File: src/rtl/core/qppl_pkg.sv
// ----------------------------------------------------------------------------
// qppl_pkg: shared definitions for the quadrature PI position loop
// Field widths, event and register codes, reset values and the queue status.
// ----------------------------------------------------------------------------
package qppl_pkg;

    // Event codes
    localparam logic [1:0] MODE_A_EDGE = 2'd0;
    localparam logic [1:0] MODE_B_EDGE = 2'd1;
    localparam logic [1:0] MODE_TICK   = 2'd2;
    localparam logic [1:0] MODE_UNUSED = 2'd3;

    // Configuration register indexes
    localparam logic [1:0] CFG_PROP_GAIN     = 2'd0;
    localparam logic [1:0] CFG_INTEGRAL_GAIN = 2'd1;

    // Field widths
    localparam int MODE_W      = 2;
    localparam int REF_W       = 11;
    localparam int MAG_W       = 8;
    localparam int POS_OUT_W   = 24;
    localparam int PROP_GAIN_W = 16;
    localparam int INT_GAIN_W  = 24;
    localparam int CFG_IDX_W   = 2;
    localparam int CFG_DATA_W  = 24;

    // Reset values of the gains: 10.0 in Q8.8, about 0.0001 in Q0.24
    localparam logic [PROP_GAIN_W-1:0] PROP_GAIN_RESET = 16'd2560;
    localparam logic [INT_GAIN_W-1:0]  INT_GAIN_RESET  = 24'd1678;

    // The drive sum is kept in units of 2^-26; P term carries 2^-10
    localparam int DRIVE_FRAC_W = 26;
    localparam int PTERM_SHIFT  = 16;

    // Defaults of the top-level parameters
    localparam int DEFAULT_POSITION_BITS = 24;
    localparam int DEFAULT_SUM_BITS      = 40;

    // Depth of the queue between front and back
    localparam int QUEUE_DEPTH = 4;

    typedef struct packed {
        logic full;
        logic empty;
    } t_q_status;

endpackage

File: src/rtl/core/qppl_if.sv
// ----------------------------------------------------------------------------
// qppl_if: channel interfaces of the quadrature PI position loop
// Event input, drive output and configuration write channels.
// ----------------------------------------------------------------------------
interface qppl_in_if;
    logic                           valid;
    logic                           ready;
    logic [qppl_pkg::MODE_W-1:0]    mode;
    logic                           level_a;
    logic                           level_b;
    logic signed [qppl_pkg::REF_W-1:0] reference;

    modport source (output valid, output mode, output level_a, output level_b,
                    output reference, input ready);
    modport sink   (input valid, input mode, input level_a, input level_b,
                    input reference, output ready);
endinterface

interface qppl_out_if;
    logic                                  valid;
    logic                                  ready;
    logic [qppl_pkg::MAG_W-1:0]            drive_magnitude;
    logic                                  direction;
    logic signed [qppl_pkg::POS_OUT_W-1:0] position_now;

    modport source (output valid, output drive_magnitude, output direction,
                    output position_now, input ready);
    modport sink   (input valid, input drive_magnitude, input direction,
                    input position_now, output ready);
endinterface

interface qppl_cfg_if;
    logic                              valid;
    logic                              ready;
    logic [qppl_pkg::CFG_IDX_W-1:0]    index;
    logic [qppl_pkg::CFG_DATA_W-1:0]   data;

    modport source (output valid, output index, output data, input ready);
    modport sink   (input valid, input index, input data, output ready);
endinterface

File: src/rtl/core/qppl_queue.sv
// ----------------------------------------------------------------------------
// qppl_queue: short FIFO between the event front end and the loop back end
// Register array with read and write pointers and a fill count.
// ----------------------------------------------------------------------------
module qppl_queue #(
    parameter int WIDTH = 8,
    parameter int DEPTH = qppl_pkg::QUEUE_DEPTH
) (
    input  logic                i_clk,
    input  logic                i_rst_n,
    input  logic                i_push,
    input  logic [WIDTH-1:0]    i_push_data,
    input  logic                i_pop,
    output logic [WIDTH-1:0]    o_pop_data,
    output qppl_pkg::t_q_status o_status
);
    localparam int PTR_W = (DEPTH > 1) ? $clog2(DEPTH) : 1;
    localparam int CNT_W = $clog2(DEPTH + 1);

    logic [WIDTH-1:0] r_entries [DEPTH];
    logic [PTR_W-1:0] r_wr_ptr, n_wr_ptr;
    logic [PTR_W-1:0] r_rd_ptr, n_rd_ptr;
    logic [CNT_W-1:0] r_count, n_count;

    always_comb begin
        n_wr_ptr = r_wr_ptr;
        n_rd_ptr = r_rd_ptr;
        n_count  = r_count;
        if (i_push) begin
            n_wr_ptr = (r_wr_ptr == PTR_W'(DEPTH - 1)) ? '0 : r_wr_ptr + PTR_W'(1);
        end
        if (i_pop) begin
            n_rd_ptr = (r_rd_ptr == PTR_W'(DEPTH - 1)) ? '0 : r_rd_ptr + PTR_W'(1);
        end
        if (i_push && !i_pop) begin
            n_count = r_count + CNT_W'(1);
        end else if (i_pop && !i_push) begin
            n_count = r_count - CNT_W'(1);
        end
    end

    always_ff @(posedge i_clk) begin
        if (!i_rst_n) begin
            r_wr_ptr <= '0;
            r_rd_ptr <= '0;
            r_count  <= '0;
        end else begin
            r_wr_ptr <= n_wr_ptr;
            r_rd_ptr <= n_rd_ptr;
            r_count  <= n_count;
        end
    end

    always_ff @(posedge i_clk) begin
        if (i_push) begin
            r_entries[r_wr_ptr] <= i_push_data;
        end
    end

    assign o_pop_data     = r_entries[r_rd_ptr];
    assign o_status.full  = (r_count == CNT_W'(DEPTH));
    assign o_status.empty = (r_count == '0);
endmodule

File: src/rtl/core/qppl_front.sv
// ----------------------------------------------------------------------------
// qppl_front: event front end
// Decode encoder edges into the position counter; queue ticks with their error.
// ----------------------------------------------------------------------------
module qppl_front #(
    parameter int POSITION_BITS = qppl_pkg::DEFAULT_POSITION_BITS
) (
    input  logic                     i_clk,
    input  logic                     i_rst_n,
    qppl_in_if.sink                  i_in,
    input  qppl_pkg::t_q_status      i_q_status,
    output logic                     o_push,
    output logic [2*POSITION_BITS:0] o_push_data
);
    localparam int ERR_W = POSITION_BITS + 1;

    logic [POSITION_BITS-1:0] r_position, n_position;
    logic                     accept;
    logic signed [ERR_W-1:0]  ref_ext;
    logic signed [ERR_W-1:0]  pos_ext;
    logic signed [ERR_W-1:0]  err;

    assign i_in.ready = !i_q_status.full;
    assign accept     = i_in.valid && i_in.ready;

    assign ref_ext = {{(ERR_W - qppl_pkg::REF_W){i_in.reference[qppl_pkg::REF_W-1]}},
                      i_in.reference};
    assign pos_ext = {r_position[POSITION_BITS-1], r_position};
    assign err     = ref_ext - pos_ext;

    always_comb begin
        n_position = r_position;
        o_push     = 1'b0;
        if (accept) begin
            unique case (i_in.mode)
                qppl_pkg::MODE_A_EDGE: begin
                    n_position = (i_in.level_a == i_in.level_b)
                               ? r_position + POSITION_BITS'(1)
                               : r_position - POSITION_BITS'(1);
                end
                qppl_pkg::MODE_B_EDGE: begin
                    n_position = (i_in.level_a != i_in.level_b)
                               ? r_position + POSITION_BITS'(1)
                               : r_position - POSITION_BITS'(1);
                end
                qppl_pkg::MODE_TICK: begin
                    o_push = 1'b1;
                end
                default: begin
                    // unused code: drop the event
                end
            endcase
        end
    end

    // snapshot of error and position as seen by this tick
    assign o_push_data = {err, r_position};

    always_ff @(posedge i_clk) begin
        if (!i_rst_n) begin
            r_position <= '0;
        end else begin
            r_position <= n_position;
        end
    end
endmodule

File: src/rtl/core/qppl_back.sv
// ----------------------------------------------------------------------------
// qppl_back: PI loop back end
// Integrate the error, form the P and I terms and saturate the drive.
// ----------------------------------------------------------------------------
module qppl_back #(
    parameter int POSITION_BITS = qppl_pkg::DEFAULT_POSITION_BITS,
    parameter int SUM_BITS      = qppl_pkg::DEFAULT_SUM_BITS
) (
    input  logic                     i_clk,
    input  logic                     i_rst_n,
    qppl_cfg_if.sink                 i_cfg,
    input  logic [2*POSITION_BITS:0] i_q_data,
    input  qppl_pkg::t_q_status      i_q_status,
    output logic                     o_pop,
    qppl_out_if.source               o_out
);
    localparam int P          = POSITION_BITS;
    localparam int S          = SUM_BITS;
    localparam int ERR_W      = P + 1;
    localparam int ADD_W      = ((S > ERR_W) ? S : ERR_W) + 1;
    localparam int LO_W       = S / 2;
    localparam int HI_W       = S - LO_W;
    localparam int GI_W       = qppl_pkg::INT_GAIN_W;
    localparam int GP_W       = qppl_pkg::PROP_GAIN_W;
    localparam int LO_PROD_W  = LO_W + GI_W;
    localparam int HI_PROD_W  = HI_W + GI_W + 1;
    localparam int PTERM_W    = ERR_W + GP_W + 1;
    localparam int I_W        = S + GI_W + 1;
    localparam int PSH_W      = PTERM_W + qppl_pkg::PTERM_SHIFT;
    localparam int X_W        = ((I_W > PSH_W) ? I_W : PSH_W) + 1;
    localparam int FRAC_W     = qppl_pkg::DRIVE_FRAC_W;
    localparam int MAG_W      = qppl_pkg::MAG_W;
    localparam int EXT_W      = 64;

    // gains
    logic [GP_W-1:0] r_prop_gain;
    logic [GI_W-1:0] r_int_gain;

    // accumulator
    logic signed [S-1:0]     r_error_sum;
    logic signed [ADD_W-1:0] sum_wide;
    logic signed [S-1:0]     sum_new;
    logic                    sum_ovf;

    // pipeline
    logic                    en;
    logic                    r_v1, r_v2, r_v3, r_v4, r_out_valid;
    logic signed [ERR_W-1:0] q_err;
    logic [P-1:0]            q_pos;

    logic signed [ERR_W-1:0] r_s1_err;
    logic signed [S-1:0]     r_s1_sum;
    logic [P-1:0]            r_s1_pos;

    logic [LO_PROD_W-1:0]        r_s2_plo;
    logic signed [HI_PROD_W-1:0] r_s2_phi;
    logic signed [PTERM_W-1:0]   r_s2_pterm;
    logic [P-1:0]                r_s2_pos;

    logic signed [I_W-1:0]     r_s3_iterm;
    logic signed [PTERM_W-1:0] r_s3_pterm;
    logic [P-1:0]              r_s3_pos;

    logic signed [X_W-1:0] r_s4_x;
    logic [P-1:0]          r_s4_pos;

    logic signed [HI_PROD_W-1:0] phi_c;
    logic signed [PTERM_W-1:0]   pterm_c;
    logic signed [I_W-1:0]       iterm_c;
    logic signed [X_W-1:0]       x_c;
    logic [X_W-1:0]              abs_x;
    logic [MAG_W-1:0]            mag_c;
    logic [EXT_W-1:0]            pos_ext;

    logic [MAG_W-1:0]                  r_mag;
    logic                              r_dir;
    logic [qppl_pkg::POS_OUT_W-1:0]    r_pos_now;

    // configuration: always ready; to be written only while idle, which the block does not enforce
    assign i_cfg.ready = 1'b1;

    always_ff @(posedge i_clk) begin
        if (!i_rst_n) begin
            r_prop_gain <= qppl_pkg::PROP_GAIN_RESET;
            r_int_gain  <= qppl_pkg::INT_GAIN_RESET;
        end else if (i_cfg.valid) begin
            unique case (i_cfg.index)
                qppl_pkg::CFG_PROP_GAIN:     r_prop_gain <= i_cfg.data[GP_W-1:0];
                qppl_pkg::CFG_INTEGRAL_GAIN: r_int_gain  <= i_cfg.data[GI_W-1:0];
                default: begin
                    // no register: drop the write
                end
            endcase
        end
    end

    // whole pipeline advances when the output register can move
    assign en    = !r_out_valid || o_out.ready;
    assign o_pop = en && !i_q_status.empty;

    assign q_err = $signed(i_q_data[2*P:P]);
    assign q_pos = i_q_data[P-1:0];

    // saturating accumulate
    assign sum_wide = {{(ADD_W - S){r_error_sum[S-1]}}, r_error_sum}
                    + {{(ADD_W - ERR_W){q_err[ERR_W-1]}}, q_err};
    assign sum_ovf  = !((&sum_wide[ADD_W-1:S-1]) || !(|sum_wide[ADD_W-1:S-1]));
    assign sum_new  = sum_ovf ? (sum_wide[ADD_W-1] ? {1'b1, {(S-1){1'b0}}}
                                                   : {1'b0, {(S-1){1'b1}}})
                              : sum_wide[S-1:0];

    always_ff @(posedge i_clk) begin
        if (!i_rst_n) begin
            r_error_sum <= '0;
        end else if (o_pop) begin
            r_error_sum <= sum_new;
        end
    end

    // products: sum split into signed high and unsigned low halves
    assign phi_c   = $signed(r_s1_sum[S-1:LO_W]) * $signed({1'b0, r_int_gain});
    assign pterm_c = r_s1_err * $signed({1'b0, r_prop_gain});

    assign iterm_c = ({{(I_W - HI_PROD_W){r_s2_phi[HI_PROD_W-1]}}, r_s2_phi} <<< LO_W)
                   + I_W'(r_s2_plo);

    assign x_c = {{(X_W - I_W){r_s3_iterm[I_W-1]}}, r_s3_iterm}
               + ({{(X_W - PTERM_W){r_s3_pterm[PTERM_W-1]}}, r_s3_pterm}
                  <<< qppl_pkg::PTERM_SHIFT);

    // magnitude: floor(|x| / 2^26), held at full scale
    assign abs_x   = r_s4_x[X_W-1] ? X_W'(-r_s4_x) : r_s4_x;
    assign mag_c   = (|abs_x[X_W-1:FRAC_W+MAG_W]) ? {MAG_W{1'b1}}
                                                  : abs_x[FRAC_W+MAG_W-1:FRAC_W];
    assign pos_ext = {{(EXT_W - P){r_s4_pos[P-1]}}, r_s4_pos};

    always_ff @(posedge i_clk) begin
        if (!i_rst_n) begin
            r_v1        <= 1'b0;
            r_v2        <= 1'b0;
            r_v3        <= 1'b0;
            r_v4        <= 1'b0;
            r_out_valid <= 1'b0;
        end else if (en) begin
            r_v1        <= o_pop;
            r_v2        <= r_v1;
            r_v3        <= r_v2;
            r_v4        <= r_v3;
            r_out_valid <= r_v4;
        end
    end

    always_ff @(posedge i_clk) begin
        if (en) begin
            r_s1_err   <= q_err;
            r_s1_sum   <= sum_new;
            r_s1_pos   <= q_pos;

            r_s2_plo   <= LO_PROD_W'(r_s1_sum[LO_W-1:0]) * LO_PROD_W'(r_int_gain);
            r_s2_phi   <= phi_c;
            r_s2_pterm <= pterm_c;
            r_s2_pos   <= r_s1_pos;

            r_s3_iterm <= iterm_c;
            r_s3_pterm <= r_s2_pterm;
            r_s3_pos   <= r_s2_pos;

            r_s4_x     <= x_c;
            r_s4_pos   <= r_s3_pos;

            r_mag      <= mag_c;
            r_dir      <= !r_s4_x[X_W-1] && (r_s4_x != '0);
            r_pos_now  <= pos_ext[qppl_pkg::POS_OUT_W-1:0];
        end
    end

    assign o_out.valid           = r_out_valid;
    assign o_out.drive_magnitude = r_mag;
    assign o_out.direction       = r_dir;
    assign o_out.position_now    = r_pos_now;
endmodule

File: src/rtl/core/quadrature_pi_position_loop_top.sv
// ----------------------------------------------------------------------------
// quadrature_pi_position_loop_top: quadrature decoder with a PI position loop
// Counts encoder edges and produces a saturated drive on each control tick.
// ----------------------------------------------------------------------------
//
//  Channel  Dir  Handshake            Payload
//  -------  ---  -------------------  -----------------------------------------
//  i_in     in   valid/ready          mode, level_a, level_b, reference
//  o_out    out  valid/ready          drive_magnitude, direction, position_now
//  i_cfg    in   valid/ready (ready=1) index, data (prop_gain, integral_gain_dt)
//
//  One event is accepted per cycle while the queue is not full. Edges update the
//  position counter in the cycle they are accepted; a tick passes through the
//  queue, then the accumulate, multiply, sum, combine and saturate stages.
//  Synchronous active-low reset clears the position, the accumulator and all
//  valid state, and restores the gains to their defaults. An output stall
//  holds the back-end pipeline; ticks then collect in the four-entry queue,
//  and i_in.ready drops only when that queue is full.
//
module quadrature_pi_position_loop_top #(
    parameter int POSITION_BITS = qppl_pkg::DEFAULT_POSITION_BITS,
    parameter int SUM_BITS      = qppl_pkg::DEFAULT_SUM_BITS
) (
    input  logic        i_clk,
    input  logic        i_rst_n,
    qppl_in_if.sink     i_in,
    qppl_cfg_if.sink    i_cfg,
    qppl_out_if.source  o_out
);
    localparam int Q_W = 2 * POSITION_BITS + 1;

    logic                q_push;
    logic [Q_W-1:0]      q_push_data;
    logic                q_pop;
    logic [Q_W-1:0]      q_pop_data;
    qppl_pkg::t_q_status q_status;

    // front: decode edges, snapshot error and position for ticks
    qppl_front #(
        .POSITION_BITS (POSITION_BITS)
    ) u_front (
        .i_clk       (i_clk),
        .i_rst_n     (i_rst_n),
        .i_in        (i_in),
        .i_q_status  (q_status),
        .o_push      (q_push),
        .o_push_data (q_push_data)
    );

    // queue: lets the front keep counting edges while the output stalls
    qppl_queue #(
        .WIDTH (Q_W),
        .DEPTH (qppl_pkg::QUEUE_DEPTH)
    ) u_queue (
        .i_clk       (i_clk),
        .i_rst_n     (i_rst_n),
        .i_push      (q_push),
        .i_push_data (q_push_data),
        .i_pop       (q_pop),
        .o_pop_data  (q_pop_data),
        .o_status    (q_status)
    );

    // back: integrate, multiply, saturate, hold the result
    qppl_back #(
        .POSITION_BITS (POSITION_BITS),
        .SUM_BITS      (SUM_BITS)
    ) u_back (
        .i_clk      (i_clk),
        .i_rst_n    (i_rst_n),
        .i_cfg      (i_cfg),
        .i_q_data   (q_pop_data),
        .i_q_status (q_status),
        .o_pop      (q_pop),
        .o_out      (o_out)
    );

    // every accepted tick enters the queue, and nothing else does
    a_tick_push: assert property (@(posedge i_clk) disable iff (!i_rst_n)
        q_push == (i_in.valid && i_in.ready && i_in.mode == qppl_pkg::MODE_TICK))
        else $error("queue push does not match accepted tick");

    // never write into a full queue
    a_no_overflow: assert property (@(posedge i_clk) disable iff (!i_rst_n)
        q_push |-> !q_status.full)
        else $error("push into full queue");

    // never read from an empty queue
    a_no_underflow: assert property (@(posedge i_clk) disable iff (!i_rst_n)
        q_pop |-> !q_status.empty)
        else $error("pop from empty queue");

    // a stalled output keeps the queue from draining
    a_stall_holds: assert property (@(posedge i_clk) disable iff (!i_rst_n)
        (o_out.valid && !o_out.ready) |-> !q_pop)
        else $error("queue drained while output stalled");
endmodule

File: src/flat_wrapper.sv
// flat-port wrapper written by rule: the top's interface ports become plain ports
module quadrature_pi_position_loop_top_flat 
#(
    parameter int POSITION_BITS = qppl_pkg::DEFAULT_POSITION_BITS,
    parameter int SUM_BITS      = qppl_pkg::DEFAULT_SUM_BITS
)
  (i_clk, i_rst_n, i_in_valid, i_in_mode, i_in_level_a, i_in_level_b, i_in_reference, i_in_ready, i_cfg_valid, i_cfg_index, i_cfg_data, i_cfg_ready, o_out_valid, o_out_drive_magnitude, o_out_direction, o_out_position_now, o_out_ready);
  qppl_in_if i_in_i ();
  qppl_cfg_if i_cfg_i ();
  qppl_out_if o_out_i ();
  input  logic i_clk;
  input  logic i_rst_n;
  input wire logic [$bits(i_in_i.valid)-1:0] i_in_valid;
  input wire logic [$bits(i_in_i.mode)-1:0] i_in_mode;
  input wire logic [$bits(i_in_i.level_a)-1:0] i_in_level_a;
  input wire logic [$bits(i_in_i.level_b)-1:0] i_in_level_b;
  input wire logic [$bits(i_in_i.reference)-1:0] i_in_reference;
  output wire logic [$bits(i_in_i.ready)-1:0] i_in_ready;
  input wire logic [$bits(i_cfg_i.valid)-1:0] i_cfg_valid;
  input wire logic [$bits(i_cfg_i.index)-1:0] i_cfg_index;
  input wire logic [$bits(i_cfg_i.data)-1:0] i_cfg_data;
  output wire logic [$bits(i_cfg_i.ready)-1:0] i_cfg_ready;
  output wire logic [$bits(o_out_i.valid)-1:0] o_out_valid;
  output wire logic [$bits(o_out_i.drive_magnitude)-1:0] o_out_drive_magnitude;
  output wire logic [$bits(o_out_i.direction)-1:0] o_out_direction;
  output wire logic [$bits(o_out_i.position_now)-1:0] o_out_position_now;
  input wire logic [$bits(o_out_i.ready)-1:0] o_out_ready;
  assign i_in_i.valid = i_in_valid;
  assign i_in_i.mode = i_in_mode;
  assign i_in_i.level_a = i_in_level_a;
  assign i_in_i.level_b = i_in_level_b;
  assign i_in_i.reference = i_in_reference;
  assign i_in_ready = i_in_i.ready;
  assign i_cfg_i.valid = i_cfg_valid;
  assign i_cfg_i.index = i_cfg_index;
  assign i_cfg_i.data = i_cfg_data;
  assign i_cfg_ready = i_cfg_i.ready;
  assign o_out_valid = o_out_i.valid;
  assign o_out_drive_magnitude = o_out_i.drive_magnitude;
  assign o_out_direction = o_out_i.direction;
  assign o_out_position_now = o_out_i.position_now;
  assign o_out_i.ready = o_out_ready;
  quadrature_pi_position_loop_top #(.POSITION_BITS(POSITION_BITS), .SUM_BITS(SUM_BITS)) u_core (.i_clk(i_clk), .i_rst_n(i_rst_n), .i_in(i_in_i), .i_cfg(i_cfg_i), .o_out(o_out_i));
endmodule
File: config.mk
export PLATFORM = sky130hd
export DESIGN_NAME = quadrature_pi_position_loop_top_flat
export DESIGN_NICKNAME = d
export VERILOG_FILES = /design/src/rtl/core/qppl_pkg.sv /design/src/rtl/core/qppl_if.sv /design/src/rtl/core/qppl_queue.sv /design/src/rtl/core/qppl_front.sv /design/src/rtl/core/qppl_back.sv /design/src/rtl/core/quadrature_pi_position_loop_top.sv /design/src/flat_wrapper.sv
export SDC_FILE = /design/constraint.sdc
export NUM_CORES = 2
export LEC_CHECK = 0
export ABC_AREA = 1
export BUFFER_PORTS_ARGS = -buffer_cell sky130_fd_sc_hd__buf_2
export CORE_ASPECT_RATIO = 0.5
export CORE_MARGIN = 10
export CORE_UTILIZATION = 55
export DETAILED_ROUTE_END_ITERATION = 7
export PLACE_DENSITY = 0.71
export SYNTH_ARGS = -nofsm -noshare
export SYNTH_HDL_FRONTEND = slang
export SYNTH_SLANG_ARGS = --single-unit
File: constraint.sdc
create_clock -name i_clk -period 12.5 [get_ports i_clk]
set_input_delay 0.625 -clock i_clk [delete_from_list [all_inputs] [get_ports i_clk]]
set_output_delay 0.625 -clock i_clk [all_outputs]
set_load 0.02 [all_outputs]
# Yosys cells after proc, flatten, opt, wreduce, memory -nomap -nowiden
# Memory sizes are Yosys's and may differ from the RTL's. A register that Yosys moved wholly into a read port is not among the register bits.
# Index checks and enable logic that the tools add are counted.
[totals]
n_memories = 1
word_cells = 92
ff_bits = 614
output_inout_bits = 36
ramBits = 196
input_bits = 46
[mem_list]
columns = ["memory", "depth", "word_bits", "read_ports", "rd_clocked_by_memory_dff", "wr", "line_no", "rtl"]
rows = [
  ["u_core.u_queue.r_entries", 4, 49, 1, 1, 1, "qppl_queue.sv:20", "logic [WIDTH-1:0] r_entries [DEPTH];"],
]
[op_classes]
mux = 16
addsub = 11
mul = 3
reduce_logical = 26
eq_ne = 8
[op_table]
columns = ["op", "n"]
rows = [
  ["$mux 40", 2],
  ["$add 65x58->66", 1],
  ["$mux 66", 1],
  ["$neg 66->66", 1],
  ["$reduce_bool 66->1", 1],
  ["$add 65x44->65", 1],
  ["$mux 24", 2],
  ["$pmux 24 s2", 1],
  ["$mul 20x25->45", 1],
  ["$mul 20x24->44", 1],
  ["$mul 25x17->42", 1],
  ["$add 40x25->41", 1],
  ["$reduce_or 32->1", 1],
  ["$sub 11x24->25", 1],
  ["$add 24x1->24 const B", 1],
  ["$sub 24x1->24 const B", 1],
  ["$mux 2", 4],
  ["$reduce_and 2->1", 4],
  ["$logic_not 1->1", 7],
  ["$eq 2x2->1 const B", 3],
  ["$mux 3", 2],
  ["$logic_and 1x1->1", 5],
  ["$add 2x1->2 const B", 2],
  ["$eq 2x1->1 const B", 2],
  ["other kinds (11)", 17],
]

# Longest topological paths before layout
[depth]
depth_word = 8
mapped_depth = 31
ltp_nobuf = 29

# By module
# Synthesis repeated with hierarchy kept, for this count alone.
[hier_totals]
cells_unflattened = 10453
area_unflattened_um2 = 88006.9
[modules_own_cells]
columns = ["mod", "seq_area_each_um2", "n_inst", "cells_per_inst", "area_per_inst_um2"]
rows = [
  ["qppl_back", 16656.0, 1, 9263, 76602.2],
  ["qppl_queue", 6065.8, 1, 533, 7717.4],
  ["qppl_front", 480.5, 1, 657, 3687.3],
]

# Worst setup path after synthesis
# No wires, ideal clock.
[synth_timing]
path_type = "input -> register"
start = "input port o_out_ready"
end = "register u_core.u_back.r_dir, in the netlist u_core.u_back.o_out.direction (enable)"
path_stages = 2
setup_slack_ns = 1.291
t_arrival_ns = 10.362
path_buffers = 0
t_required_ns = 11.652
setup_ns = 0.848
cell_sequence = "nor2_1 > inv_1"
[synth_between]
elab_chain_len = 1
[synth_lines]
columns = ["element", "line_no", "rtl"]
rows = [
  ["start: declaration", "flat_wrapper.sv:27", "input wire logic [$bits(o_out_i.ready)-1:0] o_out_ready;"],
  ["$logic_or 1x1->1", "qppl_back.sv:98", "assign en = !r_out_valid || o_out.ready;"],
  ["named net u_core.u_back.en", "qppl_back.sv:46", "logic en;"],
  ["end signal: assignment", "qppl_back.sv:172", "r_dir <= !r_s4_x[X_W-1] && (r_s4_x != '0);"],
  ["end: declaration", "qppl_back.sv:76", "logic r_dir;"],
]
# The timed path passes the listed nets, and every way through them passes these cells.
# A chain may end at the register's enable or synchronous reset.

# Worst setup path after layout
[layout_timing]
start = "register u_core.u_back.r_s1_sum[26]"
end = "register u_core.u_back.r_s2_phi[28] (data pin)"
[layout_between]
elab_chain_len = 1
[layout_lines]
columns = ["element", "line_no", "rtl"]
rows = [
  ["start: declaration", "qppl_back.sv:52", "logic signed [S-1:0] r_s1_sum;"],
  ["start signal: assignment", "qppl_back.sv:156", "r_s1_sum <= sum_new;"],
  ["$mul 20x25->45", "qppl_back.sv:121", "assign phi_c = $signed(r_s1_sum[S-1:LO_W]) * $signed({1'b0, r_int_gain});"],
  ["named net u_core.u_back.phi_c[28]", "qppl_back.sv:67", "logic signed [HI_PROD_W-1:0] phi_c;"],
  ["end signal: assignment", "qppl_back.sv:160", "r_s2_phi <= phi_c;"],
  ["end: declaration", "qppl_back.sv:56", "logic signed [HI_PROD_W-1:0] r_s2_phi;"],
]
# The timed path passes the listed nets, and every way through them passes these cells.

==> out/qor.yml <==
status:
  status: "complete, no violations"
grt:
  antenna_found_initial: 11
  use_met1_pct: 37.2
  grt_pass1_wl_mm: 381
  top_usage_layer: "met2"
  track_usage_pct: 27.3
  grt.overflow.total: 0
  grt_pass1_vias: 69000
  grt_max_degree: 180
  use_met2_pct: 44.2
  grt_util_met3_pct: 5.06
timing:
  worst_slew_pin_slew_ps: 1250
  setup_viol: 0
  relSlewSlack_pct: 16.9
  finalCriticalPeriod_ps: 7260
  final_hold_viol_count: 0
  clock-skew-final_ps: 71.0
  fin_crit_sh_pct: 58.1
  slew_viol_final: 0
  rsz0062_at_grt: "no"
  fin_setup_tns_ps: 0
  fmax_mhz: 138
logic_synthesis:
  synth_seq_area_share_pct: 26.5
  async_flop_share_pct: 0
  syn_area_um2: 87600
  syn_nets: 12200
  synth_edf_count: 694
  syn_area_per_cell_um2: 8.42
  yosys-top-cells-area: "fa_1 (27%), edfxtp_1 (24%), nand2_1 (11%), inv_1 (10%), ha_1 (8.3%)"
  ys_types: 60
  ys.flop_type: "edfxtp_1"
  ys_seq_elements: 812
  synth_cells: 10400
  yosysWarnings: 0
  yosys-top-cells-count: "nand2_1 (2522), inv_1 (2426), fa_1 (1181)"
  netlist.top_cell.by_area: "fa_1"
  synth_top_area_share_pct: 27.0
  synth_most_common_cell: "nand2_1"
cells_and_area:
  drive_gt1_share_pct: 3.65
  diodes: 0
  fin_nets: 12100
  syn2layout_area_growth_pct: 5.49
  nFillCells: 14200
  final_area_um2: 92500
clocking:
  htreeDepth: 3
  cts_tree: "done"
  cts_max_path_buffers: 3
  cts_hold_buf: 0
  cts.reportedPaths.clkPinSlew_ps: 70
  ctsRootBufferMaster: "clkbuf_16"
  insertion_delay_ps: 700
  post-cts-setup-buffer-count: 0
  cts_made_buffers: 77
  cts_resized: 0
  cts.sinks: 812
worst_setup_path:
  critPathMostFrequentCell: "fa_1"
  crit_path_start_kind: "flip-flop"
  crit_path_end_kind: "flip-flop"
  worst-path-buf-inv: 3
  max_stage_delay_ps: 1100
  path_delay_family: "adder cells"
  ff2ff_setup_slack_ps: 5240
  cp_max_fo: 24
  path_class: "reg -> reg"
  arrival_ps: 7650
  crit_chain: "nand2_1 -> fa_1 -> fa_1 -> fa_1 -> fa_1 -> inv_1 -> fa_1 -> fa_1 -> inv_1 -> fa_1 -> inv_1 -> ha_1 -> nand2_1 -> o21ai_0 -> a21oi_1 -> o21ai_0 -> nand2_1 -> nand3_1 -> nand2_1"
  slowest_stage: "edfxtp_1"
  critPathRequiredTime_ps: 12880
place:
  hpwl_mm: 183
  port_buffers: 80
  dpl-instance-area_um2: 89900
  gp_congestion: 0.969
drt:
  finalWirelength_mm: 238
  ant_nets: 0
  drcViolationCount: 0
  drt-initial-drc-count: 6099
  drt-pass1-iter-count: 7
  via_count: 67500
  vias_per_cell: 5.43
  wl_per_cell_um: 19.2
floorplan:
  dieHeight_um: 302
  dieArea_um2: 177000
  rows: 103
  fp.dieW_um: 585
  start_util_pct: 55.5
  core_area_um2: 158000
  pin_count: 82
run:
  cap_violations: 0
min_path:
  hp-class: "in -> reg"
## sequential cells by signal (all words and copies together) (netlist names), 8 cells and up, named ones only
name	flops
u_core.u_back.r_s3_iterm	65
u_core.u_back.r_int_gain	24
u_core.u_back.r_error_sum	40
u_core.u_back.r_prop_gain	16
u_core.u_back.r_s2_phi	45
u_core.u_back.r_s1_sum	40
u_core.u_back.o_out.position_now	24
u_core.u_front.r_position	24
u_core.u_back.r_s1_pos	24
u_core.u_back.r_s2_pos	24
u_core.u_back.r_s4_pos	24
u_core.u_queue.r_entries	196
u_core.u_back.o_out.drive_magnitude	8
u_core.u_back.r_s4_x	66
u_core.u_back.r_s2_plo	44
u_core.u_back.r_s3_pterm	42
u_core.u_back.r_s3_pos	24
u_core.u_back.r_s2_pterm	42
u_core.u_back.r_s1_err	25
## worst min-delay path, cell delays in order
cell	delay, ps
buf_2	100
nand2_1	70
nand3_1	60
## layout by cell type, fill, tap and decap left out, types with 8 or more instances in the layout
cell | synthesis | layout
fa_1 | 1181 | 1181
a21boi_0 | 12 | 12
nand3b_1 | 12 | 12
edfxtp_1 | 694 | 694
dfxtp_1 | 118 | 96
a21o_1 | 49 | 49
nor3_1 | 62 | 62
o22ai_1 | 50 | 49
nor2_1 | 817 | 813
nand2_4 | 10 | 10
a21oi_1 | 311 | 311
o21bai_1 | 47 | 47
clkinv_1 | 4 | 10
buf_2 | 11 | 80
o21ai_0 | 326 | 326
dfxtp_2 | 0 | 22
nand2_2 | 9 | 9
or2_2 | 14 | 14
o211ai_1 | 18 | 18
a31oi_1 | 55 | 54
inv_1 | 2426 | 2424
nand3_2 | 14 | 14
clkbuf_16 | 0 | 77
nor2_2 | 17 | 17
xnor2_1 | 79 | 79
ha_1 | 583 | 583
nand3_1 | 259 | 259
o21ai_1 | 14 | 14
nand2_1 | 2522 | 2522
buf_4 | 1 | 71
o21a_1 | 8 | 8
clkbuf_1 | 345 | 17
xor2_1 | 190 | 190
inv_2 | 6 | 8
nand4_1 | 68 | 68
clkinv_2 | 0 | 10
nor4_1 | 17 | 17
## cell type report
cell class                 instances  area (µm²)  share of cell area, %
multi-input combinational       6789       53900                   58.3
sequential                       812       23200                   25.1
inverter                        2436        9150                   9.90
tap                             2100        2630                   2.84
clock buffer                      97        2030                   2.20
timing repair buffer             153         973                   1.05
clock inverter                    44         534                  0.578
## worst paths after layout
path	startpoint	end	cells past startpoint
max reg2reg	u_core.u_back.r_s1_sum[26]	u_core.u_back.r_s2_phi[28]	19
min	i_cfg_data[9]	u_core.u_back.r_int_gain[9]	3
max	u_core.u_back.r_s1_sum[26]	u_core.u_back.r_s2_phi[28]	19
min reg2reg	u_core.u_back.r_s2_plo[17]	u_core.u_back.r_s3_iterm[17]	0
## per-layer routing
metal  wire (µm)  vias to the layer above
met5          47                        -
li1            -                    31300
met2      108000                     2655
met1      101000                    33000
met3       21000                      497
met4        8740                        6
## cell families (layout without fill, tap and decap cells)
family / Yosys count / count (layout) / synth area share, %
AOI/OAI and AO/OA: 921 / 921 / 5.93
other: 1 / 1 / 0.00428
DFF: 812 / 812 / 26.5
adders and majority gates: 1764 / 1764 / 35.3
buffers and inverters: 2807 / 2730 / 12.1
xor gates and xnor gates: 269 / 269 / 2.69
and+or+nand+nor: 3834 / 3834 / 17.5
## metrics by stage
stage	worst slack, ps	hold slack, ps	util (%)	std cells
final	5240	197	58.5	12400
after global routing	4940	181	58.5	12400
after CTS	5310	162	58.5	12400
after detailed placement	5420	405	56.9	12300
after global placement	5390	401	56.9	12300
after floorplan	1290	400	-	10400
Power is not shown: default switching activity piles up to over one toggle a cycle in this logic, so the estimate is an artifact.
